--- src/sv/sbus_frame_decoder_with_switch_keys_assert.svh ---
// Assertion macros shared by the frame decoder RTL.
`ifndef SBUS_FRAME_DECODER_WITH_SWITCH_KEYS_ASSERT_SVH
`define SBUS_FRAME_DECODER_WITH_SWITCH_KEYS_ASSERT_SVH

// Same-cycle implication, disabled while in reset.
`define SFD_ASSERT_IMPL(label, clk, rstn, ante, cons) \
    label: assert property (@(posedge clk) disable iff (!(rstn)) (ante) |-> (cons)) \
        else $error("sfd assertion failed");

// Next-cycle implication, disabled while in reset.
`define SFD_ASSERT_NEXT(label, clk, rstn, ante, cons) \
    label: assert property (@(posedge clk) disable iff (!(rstn)) (ante) |=> (cons)) \
        else $error("sfd assertion failed");

`endif

--- src/sv/sfd_pkg.sv ---
// Shared types, constants and register codes of the frame decoder.
`default_nettype none
package sfd_pkg;

    localparam int FRAME_BYTES = 25;
    localparam int COUNT_W     = $clog2(FRAME_BYTES + 2);
    localparam int NUM_CHAN    = 10;
    localparam int NUM_SW      = 6;
    localparam int RAW_W       = 11;
    localparam int CHAN_W      = 12;
    localparam int FLAGS_W     = 15;
    localparam int PAYLOAD_LO  = 1;
    localparam int PAYLOAD_HI  = 14;
    localparam int CFG_ADDR_W  = 2;
    localparam int CFG_DATA_W  = 12;
    localparam int OUT_W       = 136;

    localparam logic [COUNT_W-1:0] COUNT_FULL = COUNT_W'(FRAME_BYTES);
    localparam logic [COUNT_W-1:0] COUNT_SAT  = COUNT_W'(FRAME_BYTES + 1);

    localparam logic [7:0] SYNC_HEADER = 8'h0F;
    localparam logic [7:0] SYNC_FOOTER = 8'h00;

    // switch position codes
    localparam logic [1:0] POS_UP  = 2'd0;
    localparam logic [1:0] POS_MID = 2'd1;
    localparam logic [1:0] POS_DN  = 2'd2;

    // register indexes
    localparam logic [CFG_ADDR_W-1:0] REG_CHANNEL_OFFSET    = 2'd0;
    localparam logic [CFG_ADDR_W-1:0] REG_SWITCH_LOW_LIMIT  = 2'd1;
    localparam logic [CFG_ADDR_W-1:0] REG_SWITCH_HIGH_LIMIT = 2'd2;
    localparam logic [CFG_ADDR_W-1:0] REG_SWITCH_DEADZONE   = 2'd3;

    localparam logic [10:0]        CHANNEL_OFFSET_RST = 11'd1024;
    localparam logic signed [11:0] SWITCH_LOW_RST     = -12'sd660;
    localparam logic signed [11:0] SWITCH_HIGH_RST    = 12'sd660;
    localparam logic [9:0]         SWITCH_DEADZONE_RST = 10'd100;

    typedef logic [1:0]               pos_t;
    typedef logic signed [CHAN_W-1:0] chan_t;
    typedef logic [FRAME_BYTES-1:0][7:0] frame_t;

    typedef struct packed {
        logic [10:0]        channel_offset;
        logic signed [11:0] switch_low_limit;
        logic signed [11:0] switch_high_limit;
        logic [9:0]         switch_deadzone;
    } cfg_t;

    typedef struct packed {
        logic byte_valid;  // data byte accepted this cycle
        logic idle;        // line-idle event accepted this cycle
    } store_ctl_t;

endpackage
`default_nettype wire

--- src/sv/sfd_frame_store.sv ---
// Byte collection: frame store, saturating byte count and frame check.
`default_nettype none
`include "sbus_frame_decoder_with_switch_keys_assert.svh"
module sfd_frame_store (
    input  wire logic               aclk,
    input  wire logic               aresetn,
    input  wire sfd_pkg::store_ctl_t ctl,
    input  wire logic [7:0]         rx_byte,
    output      logic               frame_ok,
    output      sfd_pkg::frame_t    frame
);
    import sfd_pkg::*;

    frame_t             frame_store_reg;
    logic [COUNT_W-1:0] byte_count_reg;
    logic [COUNT_W-1:0] byte_count_next;

    always_comb begin
        byte_count_next = byte_count_reg;
        if (ctl.idle) begin
            byte_count_next = '0;
        end else if (ctl.byte_valid) begin
            if (byte_count_reg < COUNT_FULL) begin
                byte_count_next = byte_count_reg + COUNT_W'(1);
            end else begin
                byte_count_next = COUNT_SAT;
            end
        end
    end

    always_ff @(posedge aclk) begin
        if (!aresetn) begin
            byte_count_reg <= '0;
        end else begin
            byte_count_reg <= byte_count_next;
        end
    end

    // entries are only read once a whole burst has landed, so no reset
    always_ff @(posedge aclk) begin
        if (ctl.byte_valid && !ctl.idle && (byte_count_reg < COUNT_FULL)) begin
            frame_store_reg[byte_count_reg] <= rx_byte;
        end
    end

    assign frame_ok = (byte_count_reg == COUNT_FULL)
                   && (frame_store_reg[0] == SYNC_HEADER)
                   && (frame_store_reg[FRAME_BYTES-1] == SYNC_FOOTER);
    assign frame   = frame_store_reg;

    `SFD_ASSERT_IMPL(a_count_bounded, aclk, aresetn, 1'b1, byte_count_reg <= COUNT_SAT)
    `SFD_ASSERT_NEXT(a_idle_clears, aclk, aresetn, ctl.idle, byte_count_reg == '0)
    `SFD_ASSERT_NEXT(a_sat_holds, aclk, aresetn,
        ctl.byte_valid && !ctl.idle && (byte_count_reg >= COUNT_FULL),
        byte_count_reg == COUNT_SAT)

endmodule
`default_nettype wire

--- src/sv/sfd_decode.sv ---
// Frame unpack, offset subtract, switch classification and key flags.
`default_nettype none
module sfd_decode (
    input  wire sfd_pkg::frame_t                      frame,
    input  wire sfd_pkg::cfg_t                        cfg,
    input  wire sfd_pkg::pos_t [sfd_pkg::NUM_SW-1:0]  prev_pos,
    output      sfd_pkg::chan_t [sfd_pkg::NUM_CHAN-1:0] chan,
    output      sfd_pkg::pos_t [sfd_pkg::NUM_SW-1:0]  new_pos,
    output      logic [sfd_pkg::FLAGS_W-1:0]          key_flags
);
    import sfd_pkg::*;

    localparam int STREAM_W = (PAYLOAD_HI - PAYLOAD_LO + 1) * 8;

    logic [STREAM_W-1:0] stream;
    logic signed [12:0]  up_thr;
    logic signed [12:0]  dn_thr;

    // channels are packed LSB first starting at byte 1
    assign stream = frame[PAYLOAD_HI:PAYLOAD_LO];

    assign up_thr = $signed({cfg.switch_low_limit[11], cfg.switch_low_limit})
                  + $signed({3'b000, cfg.switch_deadzone});
    assign dn_thr = $signed({cfg.switch_high_limit[11], cfg.switch_high_limit})
                  - $signed({3'b000, cfg.switch_deadzone});

    always_comb begin
        for (int k = 0; k < NUM_CHAN; k++) begin
            chan[k] = $signed({1'b0, stream[k*RAW_W +: RAW_W]})
                    - $signed({1'b0, cfg.channel_offset});
        end
    end

    always_comb begin
        for (int s = 0; s < NUM_SW; s++) begin
            if ($signed({chan[4+s][CHAN_W-1], chan[4+s]}) <= up_thr) begin
                new_pos[s] = POS_UP;
            end else if ($signed({chan[4+s][CHAN_W-1], chan[4+s]}) >= dn_thr) begin
                new_pos[s] = POS_DN;
            end else begin
                new_pos[s] = POS_MID;
            end
        end
    end

    always_comb begin
        key_flags = '0;
        // switch A: level flag
        key_flags[0] = (new_pos[0] == POS_UP);
        key_flags[1] = (new_pos[0] == POS_MID);
        key_flags[2] = (new_pos[0] == POS_DN);
        // switches B..D: mid suppressed on the frame where the switch moves
        for (int s = 1; s < 4; s++) begin
            key_flags[3*s]     = (new_pos[s] == POS_UP);
            key_flags[3*s + 1] = (new_pos[s] == POS_MID) && (prev_pos[s] == POS_MID);
            key_flags[3*s + 2] = (new_pos[s] == POS_DN);
        end
        key_flags[12] = (new_pos[4] == POS_UP);
        key_flags[13] = (new_pos[4] == POS_DN);
        // switch F: up-to-down edge
        key_flags[14] = (prev_pos[5] == POS_UP) && (new_pos[5] == POS_DN);
    end

endmodule
`default_nettype wire

--- src/sv/sbus_frame_decoder_with_switch_keys.sv ---
// Top level: SBUS frame decoder with switch key flags.
// Takes one item per clock: a received byte (s_tuser = 0) or a line-idle event
// (s_tuser = 1). Bytes are stored as they arrive; an idle event closes the burst
// and, if exactly 25 bytes came with a 0x0F header and 0x00 footer, yields one
// result on the m_ side on the next cycle: ten offset channels and 15 key flags
// (A up/mid/down, B, C, D likewise, E up/down, F up-to-down press). Other bursts
// give nothing and leave the switch history alone. Decode is a single
// combinational pass from the frame store into one output register, so the
// sustained rate is one item per cycle; input is held off only while a result
// sits in the output register and the sink is not ready. Configuration writes
// take effect on the next frame and should be made while no frame is pending.
`default_nettype none
`include "sbus_frame_decoder_with_switch_keys_assert.svh"
module sbus_frame_decoder_with_switch_keys (
    input  wire logic                              aclk,
    input  wire logic                              aresetn,
    // input items
    input  wire logic                              s_tvalid,
    output      logic                              s_tready,
    input  wire logic [7:0]                        s_tdata,   // [7:0] rx_byte
    input  wire logic [0:0]                        s_tuser,   // [0] req_type
    // result items
    output      logic                              m_tvalid,
    input  wire logic                              m_tready,
    // [11:0] chan_0 ... [119:108] chan_9, [134:120] key_flags, [135] zero
    output      logic [sfd_pkg::OUT_W-1:0]         m_tdata,
    // configuration
    input  wire logic                              cfg_wr_en,
    input  wire logic [sfd_pkg::CFG_ADDR_W-1:0]    cfg_addr,
    input  wire logic [sfd_pkg::CFG_DATA_W-1:0]    cfg_wr_data
);
    import sfd_pkg::*;

    cfg_t                    cfg_reg;
    pos_t [NUM_SW-1:0]       prev_pos_reg;
    logic                    m_tvalid_reg;
    logic [OUT_W-1:0]        m_tdata_reg;

    store_ctl_t              ctl;
    logic                    accept;
    logic                    frame_ok;
    frame_t                  frame;
    chan_t [NUM_CHAN-1:0]    chan;
    pos_t [NUM_SW-1:0]       new_pos;
    logic [FLAGS_W-1:0]      key_flags;
    logic                    emit;
    logic [OUT_W-1:0]        out_word;

    assign s_tready       = !m_tvalid_reg || m_tready;
    assign accept         = s_tvalid && s_tready;
    assign ctl            = '{byte_valid: accept && !s_tuser[0], idle: accept && s_tuser[0]};
    assign emit           = ctl.idle && frame_ok;

    sfd_frame_store u_store (
        .aclk     (aclk),
        .aresetn  (aresetn),
        .ctl      (ctl),
        .rx_byte  (s_tdata),
        .frame_ok (frame_ok),
        .frame    (frame)
    );

    sfd_decode u_decode (
        .frame     (frame),
        .cfg       (cfg_reg),
        .prev_pos  (prev_pos_reg),
        .chan      (chan),
        .new_pos   (new_pos),
        .key_flags (key_flags)
    );

    always_comb begin
        out_word = '0;
        for (int k = 0; k < NUM_CHAN; k++) begin
            out_word[k*CHAN_W +: CHAN_W] = chan[k];
        end
        out_word[NUM_CHAN*CHAN_W +: FLAGS_W] = key_flags;
    end

    always_ff @(posedge aclk) begin
        if (!aresetn) begin
            cfg_reg.channel_offset    <= CHANNEL_OFFSET_RST;
            cfg_reg.switch_low_limit  <= SWITCH_LOW_RST;
            cfg_reg.switch_high_limit <= SWITCH_HIGH_RST;
            cfg_reg.switch_deadzone   <= SWITCH_DEADZONE_RST;
        end else if (cfg_wr_en) begin
            unique case (cfg_addr)
                REG_CHANNEL_OFFSET:    cfg_reg.channel_offset    <= cfg_wr_data[10:0];
                REG_SWITCH_LOW_LIMIT:  cfg_reg.switch_low_limit  <= $signed(cfg_wr_data);
                REG_SWITCH_HIGH_LIMIT: cfg_reg.switch_high_limit <= $signed(cfg_wr_data);
                REG_SWITCH_DEADZONE:   cfg_reg.switch_deadzone   <= cfg_wr_data[9:0];
            endcase
        end
    end

    always_ff @(posedge aclk) begin
        if (!aresetn) begin
            prev_pos_reg <= {POS_UP, POS_UP, POS_MID, POS_MID, POS_MID, POS_MID};
            m_tvalid_reg <= 1'b0;
        end else begin
            if (emit) begin
                prev_pos_reg <= new_pos;
                m_tvalid_reg <= 1'b1;
            end else if (m_tready) begin
                m_tvalid_reg <= 1'b0;
            end
        end
    end

    always_ff @(posedge aclk) begin
        if (emit) begin
            m_tdata_reg <= out_word;
        end
    end

    assign m_tvalid = m_tvalid_reg;
    assign m_tdata  = m_tdata_reg;

    `SFD_ASSERT_IMPL(a_no_overwrite, aclk, aresetn, m_tvalid_reg && !m_tready, !s_tready)
    `SFD_ASSERT_NEXT(a_frame_gives_result, aclk, aresetn, emit, m_tvalid_reg)
    `SFD_ASSERT_IMPL(a_switch_a_onehot, aclk, aresetn, m_tvalid_reg,
        $onehot(m_tdata_reg[NUM_CHAN*CHAN_W +: 3]))
    `SFD_ASSERT_IMPL(a_switch_e_excl, aclk, aresetn, m_tvalid_reg,
        !(m_tdata_reg[NUM_CHAN*CHAN_W + 12] && m_tdata_reg[NUM_CHAN*CHAN_W + 13]))

endmodule
`default_nettype wire
--- config.mk ---
export PLATFORM = sky130hd
export DESIGN_NAME = sbus_frame_decoder_with_switch_keys
export DESIGN_NICKNAME = d
export VERILOG_FILES = /design/src/sv/sfd_pkg.sv /design/src/sv/sfd_frame_store.sv /design/src/sv/sfd_decode.sv /design/src/sv/sbus_frame_decoder_with_switch_keys.sv
export VERILOG_INCLUDE_DIRS = /design/src /design/src/sv
export SDC_FILE = /design/constraint.sdc
export NUM_CORES = 1
export LEC_CHECK = 0
export BUFFER_PORTS_ARGS = -buffer_cell sky130_fd_sc_hd__buf_2
export CORE_ASPECT_RATIO = 1.75
export CORE_UTILIZATION = 48
export DETAILED_ROUTE_END_ITERATION = 12
export HOLD_SLACK_MARGIN = 0.02
export PLACE_DENSITY = 0.66
export SKIP_CTS_REPAIR_TIMING = 1
export SLEW_MARGIN = 0
export SYNTH_ARGS = -nofsm -noshare
export SYNTH_HDL_FRONTEND = slang
export SYNTH_SLANG_ARGS = --single-unit
--- constraint.sdc ---
create_clock -name aclk -period 6.1 [get_ports aclk]
set_input_delay 0.305 -clock aclk [delete_from_list [all_inputs] [get_ports aclk]]
set_output_delay 0.305 -clock aclk [all_outputs]
set_load 0.1 [all_outputs]
# Word-level counts from Yosys, hierarchy flattened

Cells that the tools add are included.

Bits in registers: 394
Input port bits: 28
Output and inout port bits: 138
Logic and storage cells: 132

$add $sub $neg: 13
Magnitude comparators: 15
Equality and inequality tests: 18
Muxes and demuxes: 18
Bitwise operators: 1
Reduce and logical (&&, ||, !) cells: 31

Operators by type and width:

| kind                                                               | number |
|---|---|
| bitwise mux 200 bit                                                | 1 |
| subtractor 11 x 11 -> 12 bit                                       | 10 |
| greater-or-equal comparator 12 x 13 -> 1 bit                       | 6 |
| less-or-equal comparator 12 x 13 -> 1 bit                          | 6 |
| demux 8 bit (select 5 bit)                                         | 1 |
| 2-to-1 mux 2 bit                                                   | 12 |
| equality test 2 x 1 -> 1 bit (second input constant)               | 8 |
| equality test 2 bit (second input constant)                        | 8 |
| logical NOT 2 bit                                                  | 7 |
| adder 12 x 11 -> 13 bit                                            | 1 |
| logical AND 1 bit                                                  | 13 |
| subtractor 12 x 11 -> 13 bit                                       | 1 |
| equality test 8 x 4 -> 1 bit (second input constant)               | 1 |
| logical NOT 8 bit                                                  | 1 |
| 2-to-1 mux 8 bit                                                   | 1 |
| AND reduction 2 bit                                                | 4 |
| < comparator 5 x 6 -> 1 bit (second input constant)                | 1 |
| adder 5 x 1 -> 5 bit (second input constant)                       | 1 |
| equality test 5 bit (second input constant)                        | 1 |
| greater-or-equal comparator 5 x 1 -> 1 bit (second input constant) | 1 |
| < comparator 5 bit (second input constant)                         | 1 |
| 2-to-1 mux 5 bit                                                   | 1 |
| logical NOT 1 bit                                                  | 3 |
| 2-to-1 mux 1 bit                                                   | 2 |
| 4 further kinds                                                    | 4 |

# Longest topological paths before layout

Gate-level depths: netlist (run 1).

Word-level depth: 7
Depth in mapped cells: 18
Mapped depth without buffers: 18

# By module

A second synthesis (run 1) with hierarchy kept.

Cell total of the unflattened synthesis: 1898
Area total of the unflattened synthesis: 22032.4 sq um

By module, submodules not included:

| module                              | instances | cells each | area an instance (sq um) | seq. area each (sq um) |
|---|---|---|---|---|
| sfd_decode                          | 1         | 1236       | 9226.3                   | 0.0 |
| sfd_frame_store                     | 1         | 279        | 6521.3                   | 6105.9 |
| sbus_frame_decoder_with_switch_keys | 1         | 383        | 6284.8                   | 5215.0 |

# Worst setup path after synthesis (run 1)

Ideal clock, no wire load.

Kind: register -> register
Start point: register m_tvalid_reg (netlist: m_tvalid)
End point: register prev_pos_reg[10] (netlist name)
Setup time: 98 ps
Data arrival time: 5931 ps
Data required time: 6002 ps
Slack: 70 ps
Cell stages (with the launch flop): 8
Period minus slack after synthesis: 6030 ps
Cell sequence: dfxtp_1 nand2b_1 and2_1 nand2_1 or4_1 inv_1 nand2_1 o31ai_1

Word-level cells in the longest chain between the ends: 5

Ends and longest elaborated chain:

| what                   | RTL line                                   | source |
|---|---|---|
| from (decl)            | sbus_frame_decoder_with_switch_keys.sv:36  | `logic m_tvalid_reg;` |
| from (signal assigned) | sbus_frame_decoder_with_switch_keys.sv:99  | `m_tvalid_reg <= 1'b0;` |
| from (signal assigned) | sbus_frame_decoder_with_switch_keys.sv:103 | `m_tvalid_reg <= 1'b1;` |
| from (signal assigned) | sbus_frame_decoder_with_switch_keys.sv:105 | `m_tvalid_reg <= 1'b0;` |
| logical NOT 1 bit      | sbus_frame_decoder_with_switch_keys.sv:49  | `assign s_tready = !m_tvalid_reg \|\| m_tready;` |
| logical OR 1 bit       | sbus_frame_decoder_with_switch_keys.sv:49  |  |
| named net s_tready     | sbus_frame_decoder_with_switch_keys.sv:19  | `output logic s_tready,` |
| logical AND 1 bit      | sbus_frame_decoder_with_switch_keys.sv:50  | `assign accept = s_tvalid && s_tready;` |
| logical AND 1 bit      | sbus_frame_decoder_with_switch_keys.sv:51  | `assign ctl = '{byte_valid: accept && !s_tuser[0], idle: accept && s_tuser[0]};` |
| logical AND 1 bit      | sbus_frame_decoder_with_switch_keys.sv:52  | `assign emit = ctl.idle && frame_ok;` |
| named net emit         | sbus_frame_decoder_with_switch_keys.sv:46  | `logic emit;` |
| to (signal assigned)   | sbus_frame_decoder_with_switch_keys.sv:98  | `prev_pos_reg <= {POS_UP, POS_UP, POS_MID, POS_MID, POS_MID, POS_MID};` |
| to (signal assigned)   | sbus_frame_decoder_with_switch_keys.sv:102 | `prev_pos_reg <= new_pos;` |
| to (decl)              | sbus_frame_decoder_with_switch_keys.sv:35  | `pos_t [NUM_SW-1:0] prev_pos_reg;` |

The timed path passes the listed nets, and every way through them passes these cells.
A chain may end at the register's enable or synchronous reset.

==> flow_metrics.tcl, run 1 <==
set metrics [dict create \
    relSlewSlack_pct 19.7 \
    finalClockSkew_ns 0.0198 \
    final_util_pct 55.1 \
    synth_mux_area_share_pct 0.157 \
    cts_max_level 1 \
    synth_top_family_by_area "adder cells" \
    wl_um 54700 \
    wl_met2_um 28500 \
    cts.sinks 320 \
    yosysTopAreaCell "edfxtp_1" \
    synth_xor_area_share_pct 3.49 \
    drtPass1Iterations 5 \
    leakage_uw 0.00911 \
    ff2ff_path_depth 16 \
    dieArea_sq_mm 0.0424 \
    critPathCapture "m_tdata[130]" \
    reg2reg_from "cfg_reg[34]" \
    area_delta_synth_final_pct 13.0 \
    hp-class "primary input to register" \
    synth_cell_type_count 90 \
    synthFlopType "edfxtp_1" \
    synthCells 1876 \
    place_congestion 0.932 \
    ir_drop_mv 0.241 \
    yosys.area.top_type_share_pct 39.3 \
    grt_overflow 0 \
    synth-warning-count 0 \
    ys_ff_latch 320 \
    synthAdderAreaFrac_pct 18.0 \
    crit_fanout 11 \
    criticalPathCategory "register to register" \
    drt-met1-wl_um 20800 \
    layout.cells.non_filler 2644 \
    tightest_slew_ns 1.20 \
    root_buffer "clkbuf_16" \
    clk_pin_slew_worst_paths_ns 0.07 \
    layout-drive-gt1-share_pct 13.4 \
    synth_commonest_cells "ha_1 (266), edfxtp_1 (261), nand2_1 (162)" \
    grt_pass1_vias 14900 \
    antenna_left 0 \
    cts_buffers 30 \
    viasPerCell 5.75 \
    synth_edf_count 261 \
    fin_crit_sh_pct 73.9 \
    cts_tree "built" \
    setup_viol 0 \
    power.density_mw_per_mm2 235 \
    drcViolationCount 0 \
    wl_per_cell_um 20.7 \
    status "complete, no violations" \
    min_path_cells 3 \
    yosysMostFrequentCell "ha_1" \
    min_period_ns 4.51 \
    core_sq_mm 0.0410 \
    vias 15200 \
    grt_max_degree 93 \
    hold_viol_final 0 \
    yosysSeqAreaShare_pct 45.2 \
    critPathCaptureType "register" \
    dp_cells 2584 \
    initialDrtViolationCount 710 \
    arrival_ns 4.92 \
    ioPinCount 166 \
    startpoint_type "register" \
    floorplan.die.height_um 272 \
    synth_area_leaders "edfxtp_1 (39%), ha_1 (17%), dfxtp_1 (5.9%)" \
    cts_buffer_depth 3 \
    rrSetupSlack_ns 1.59 \
    slew_viol_final 0 \
    highest_layer "met4" \
    rsz0062_at_grt "no" \
    synth_compound_area_share_pct 15.9 \
    largest_register_ffs 135 \
    fin_nets 2376 \
    synthArstFlopShare_pct 0 \
    rows 98 \
    synth-simple-area-share_pct 14.1 \
    grtUsageTotal_pct 26.0 \
    syn_nets 2182 \
    avgSynthCellArea_sq_um 10.6 \
    start_util_pct 48.7 \
    cp.required_ns 6.51 \
    die_x_um 156 \
    tns_ns 0 \
    mappedNetlistArea_sq_mm 0.0200 \
    cp-startpoint "cfg_reg[34]" \
    met3_length_um 2070 \
    place_hpwl_um 41800 \
    antenna_found_initial 0 \
    clock_latency_ns 0.60 \
    diodes 0 \
    clock.fmax_mhz 222 \
    worst_r2r_endpoint "m_tdata[130]" \
    maxCapViolCount 0 \
    grt_pass1_wl_um 83100 \
    portBuffers 164 \
]
-- final cells by class --
type	count	area, sq um
clock buffers	41	823
clock inverters	15	189
fillers	3629	18400
inverters	133	504
multi-input cells	1396	10300
flip-flops and latches	320	9020
well taps	550	688
repair buffers	189	1020
-- cell usage in the layout (no fill, tap or decap), types with 16 or more instances in the layout --
cell / n
buf_2: 164
o21a_1: 27
a21oi_1: 110
clkbuf_16: 31
nand2b_1: 31
inv_1: 132
ha_1: 266
o21ai_0: 80
dfxtp_1: 59
xor2_1: 20
nand3_1: 33
nand4_1: 22
a21o_1: 34
nand2_1: 162
xnor2_1: 54
buf_4: 21
nor3_1: 34
nor2_1: 161
a21boi_0: 45
nor2b_1: 42
a211oi_1: 16
edfxtp_1: 261
-- worst max-delay path: stages (launching register included) --
cell,delay [ns]
dfxtp_1,0.74
ha_1,0.28
inv_1,0.06
fa_1,0.41
a211oi_1,0.30
o21bai_1,0.12
a21oi_1,0.24
xnor2_1,0.27
ha_1,0.32
a21o_1,0.19
a21o_1,0.18
a21oi_1,0.14
o2bb2ai_1,0.09
maj3_1,0.32
o21ai_0,0.21
a31oi_1,0.16
nor4b_2,0.29
-- worst min path at each step --
stage | from | to | slack (ns)
floorplan | s_tdata[0] | u_store.frame[0] | 0.40
global placement | prev_pos_reg[6] | prev_pos_reg[6] | 0.45
detailed placement | cfg_reg[30] | cfg_reg[30] | 0.46
CTS | cfg_wr_data[11] | cfg_reg[33] | -0.08
global route | cfg_wr_data[8] | cfg_reg[30] | 0.03
finish | cfg_wr_data[4] | cfg_reg[14] | 0.002
-- cells by family after synthesis --
group                      Yosys count
and+or+nand+nor                    577
AOI/OAI and AO/OA                  457
DFF                                320
adders and majority gates          281
buffers and inverters              160
xor gates and xnor gates            77
muxes                                3
other                                1
-- metrics by stage --
step	hold slack [ns]	setup WS [ns]	total power [uW]	cell area (sq um)
after CTS	-0.0761	1.59	5340	22500
after detailed placement	0.465	1.62	3380	21500
after global placement	0.452	1.78	3360	21500
after global routing	0.0283	1.25	5530	22600
after floorplan	0.404	0.0705	3090	20000
final	0.00183	1.59	5310	22600
-- per-layer routing --
layer / vias up / global-route usage, %
met4: 0 / 15.5
met1: 7259 / 28.6
met5: - / 0
li1: 7340 / -
met3: 170 / 2.41
met2: 439 / 47.9
-- power breakdown --
group	switching (uW)	total, uW	leakage [uW]	internal [uW]
clock network	845	1960	0.000489	1120
logic	591	957	0.00579	366
registers	11.7	2390	0.00283	2380
total	1450	5310	0.00911	3860
Power figures use the tool's default switching activity.
==> run 2, diff against run 1 <==
==> constraint.sdc (replaced) <==
create_clock -name aclk -period 4.25 [get_ports aclk]
set_input_delay 0.2125 -clock aclk [delete_from_list [all_inputs] [get_ports aclk]]
set_output_delay 0.2125 -clock aclk [all_outputs]
set_load 0.1 [all_outputs]
==> run 2 against run 1 <==
The flow now finishes with violations (hold timing). Sequential power rose by 44%. Wire length rose by 4.0%. First-iteration DRC count is 6.3% higher. Final cell count up 2.4%. Non-clock buffer count grew 63. Maximum frequency up 12%. Critical endpoint is now m_tdata[127]. Largest power group unchanged. Highest routed layer unchanged.
==> flow_metrics.tcl, run 2 (same netlist as run 1, synthesis figures left out) <==
set metrics [dict create \
    cts.sinks 320 \
    layout.cells.non_filler 2707 \
    crit_fanout 5 \
    crit_chain "clkinvlp_4 -> buf_4 -> ha_1 -> nor2b_1 -> o31a_1 -> o21a_1 -> and2_1 -> o21a_1 -> o21ai_0 -> nand2b_1 -> a21oi_1 -> buf_4 -> ha_1 -> o211ai_1 -> a2111oi_1 -> a211oi_2 -> a21oi_1 -> nor4b_1" \
    status "complete, but fails checks" \
    cts_tree "built" \
    fin_crit_sh_pct 95.0 \
    multi_input_area_sq_mm 0.0104 \
    clk_pin_slew_worst_paths_ns 0.06 \
    drtPass1Iterations 5 \
    holdPathEnd "u_store.byte_count_reg[4]" \
    cts_max_level 1 \
    wl_per_cell_um 21.0 \
    min_period_ns 4.04 \
    power.total_uw 7630 \
    dieArea_sq_mm 0.0424 \
    reg2reg_from "cfg_reg[35]" \
    grt_pass1_wl_um 85900 \
    grtUsageTotal_pct 27.0 \
    tns_ns 0 \
    dp_cells 2624 \
    violations "hold timing" \
    vias 15400 \
    n_fill_cell 3615 \
    critPathCaptureType "register" \
    rrSetupSlack_ns 0.21 \
    setup_viol 0 \
    power.density_mw_per_mm2 330 \
    grt_max_degree 111 \
    cp.required_ns 4.57 \
    diodes 0 \
    start_util_pct 48.7 \
    ff2ff_path_depth 18 \
    worst_r2r_endpoint "m_tdata[127]" \
    hold_ws_ns -0.000432 \
    place_congestion 0.910 \
    core_sq_mm 0.0410 \
    viasPerCell 5.68 \
    initialDrtViolationCount 755 \
    tightest_slew_ns 0.921 \
    die_x_um 156 \
    layout-drive-gt1-share_pct 16.7 \
    critical_path.slowest_cell "a2111oi_1" \
    relSlewSlack_pct 38.4 \
    cts_buffer_depth 3 \
    leakage_uw 0.00939 \
    antenna_left 0 \
    ioPinCount 166 \
    root_buffer "clkbuf_16" \
    clock.fmax_mhz 248 \
    hp-class "primary input to register" \
    slew_viol_final 0 \
    drcViolationCount 0 \
    antenna_found_initial 0 \
    ir_drop_mv 0.294 \
    floorplan.die.height_um 272 \
    fin_nets 2440 \
    cts_buffers 30 \
    final_common_cell "ha_1" \
    hold_viol_final 1 \
    place_hpwl_um 44400 \
    clock_latency_ns 0.60 \
    criticalPathCategory "register to register" \
    maxCapViolCount 0 \
    grt_overflow 0 \
    portBuffers 164 \
    min_path_cells 4 \
    wl_um 57000 \
    grt_pass1_vias 15200 \
    startpoint_type "register" \
    rsz0062_at_grt "no" \
    cpPeakStageDelay_ns 0.47 \
    arrival_ns 4.36 \
    seqCellArea_sq_mm 0.00902 \
    rows 98 \
    final_cell_mix "ha_1 (265), edfxtp_1 (261), buf_2 (164), nand2_1 (162), nor2_1 (160)" \
    area_delta_synth_final_pct 16.0 \
    finalClockSkew_ns 0.0245 \
    largest_register_ffs 135 \
    min_from "s_tuser" \
]
[run 2: per-layer routing]
layer	GRT usage [%]	share of wire (%)
met1	30.0	38
met2	49.6	52
met3	2.35	3.5
met4	15.7	5.9
met5	0	0
[run 2: cell type report]
cell class / count / area share [%]
Sequential cell: 320 / 39.0
Tap cell: 550 / 2.97
Timing Repair inverter: 1 / 0.0324
Clock inverter: 19 / 0.832
Inverter: 133 / 2.22
Multi-Input combinational cell: 1396 / 44.9
Timing Repair Buffer: 252 / 6.64
Clock buffer: 36 / 3.43
[run 2: how the worst max path moves through the flow]
stage | from | to | slack (ns) | cells after the start
floorplan | cfg_reg[35] | m_tdata[130] | 0.04 | 17
global placement | cfg_reg[35] | m_tdata[130] | 0.18 | 18
detailed placement | cfg_reg[35] | m_tdata[130] | 0.12 | 18
CTS | cfg_reg[35] | m_tdata[130] | 0.11 | 18
global route | cfg_reg[34] | m_tdata[134] | 0.001 | 17
finish | cfg_reg[35] | m_tdata[127] | 0.21 | 18
[run 2: through the flow]
| step | utilization, % | hold WS, ns | cell area [sq um] | setup WS, ns |
|---|---|---|---|---|
| final | 56.5 | -0.000432 | 23200 | 0.213 |
| after global routing | 56.5 | 0.0229 | 23200 | 0.00139 |
| after CTS | 55.7 | -0.158 | 22800 | 0.112 |
| after detailed placement | 53.3 | 0.452 | 21800 | 0.124 |
| after global placement | 53.3 | 0.452 | 21800 | 0.181 |
| after floorplan | - | 0.311 | 20000 | 0.0390 |
[run 2: report_power, final]
| part | internal, uW | switching [uW] |
|---|---|---|
| sequential | 3420 | 15.9 |
| combinational | 585 | 876 |
| clock | 1520 | 1220 |
| total | 5520 | 2110 |
[run 2: worst max-delay path, delay by kind of cell (launching register included)]
kind,cells,cell delay (ns)
buf+inv,3,0.55
flops,1,0.39
compound gates,9,1.93
simple gates,4,0.49
fa+ha+maj,2,0.44
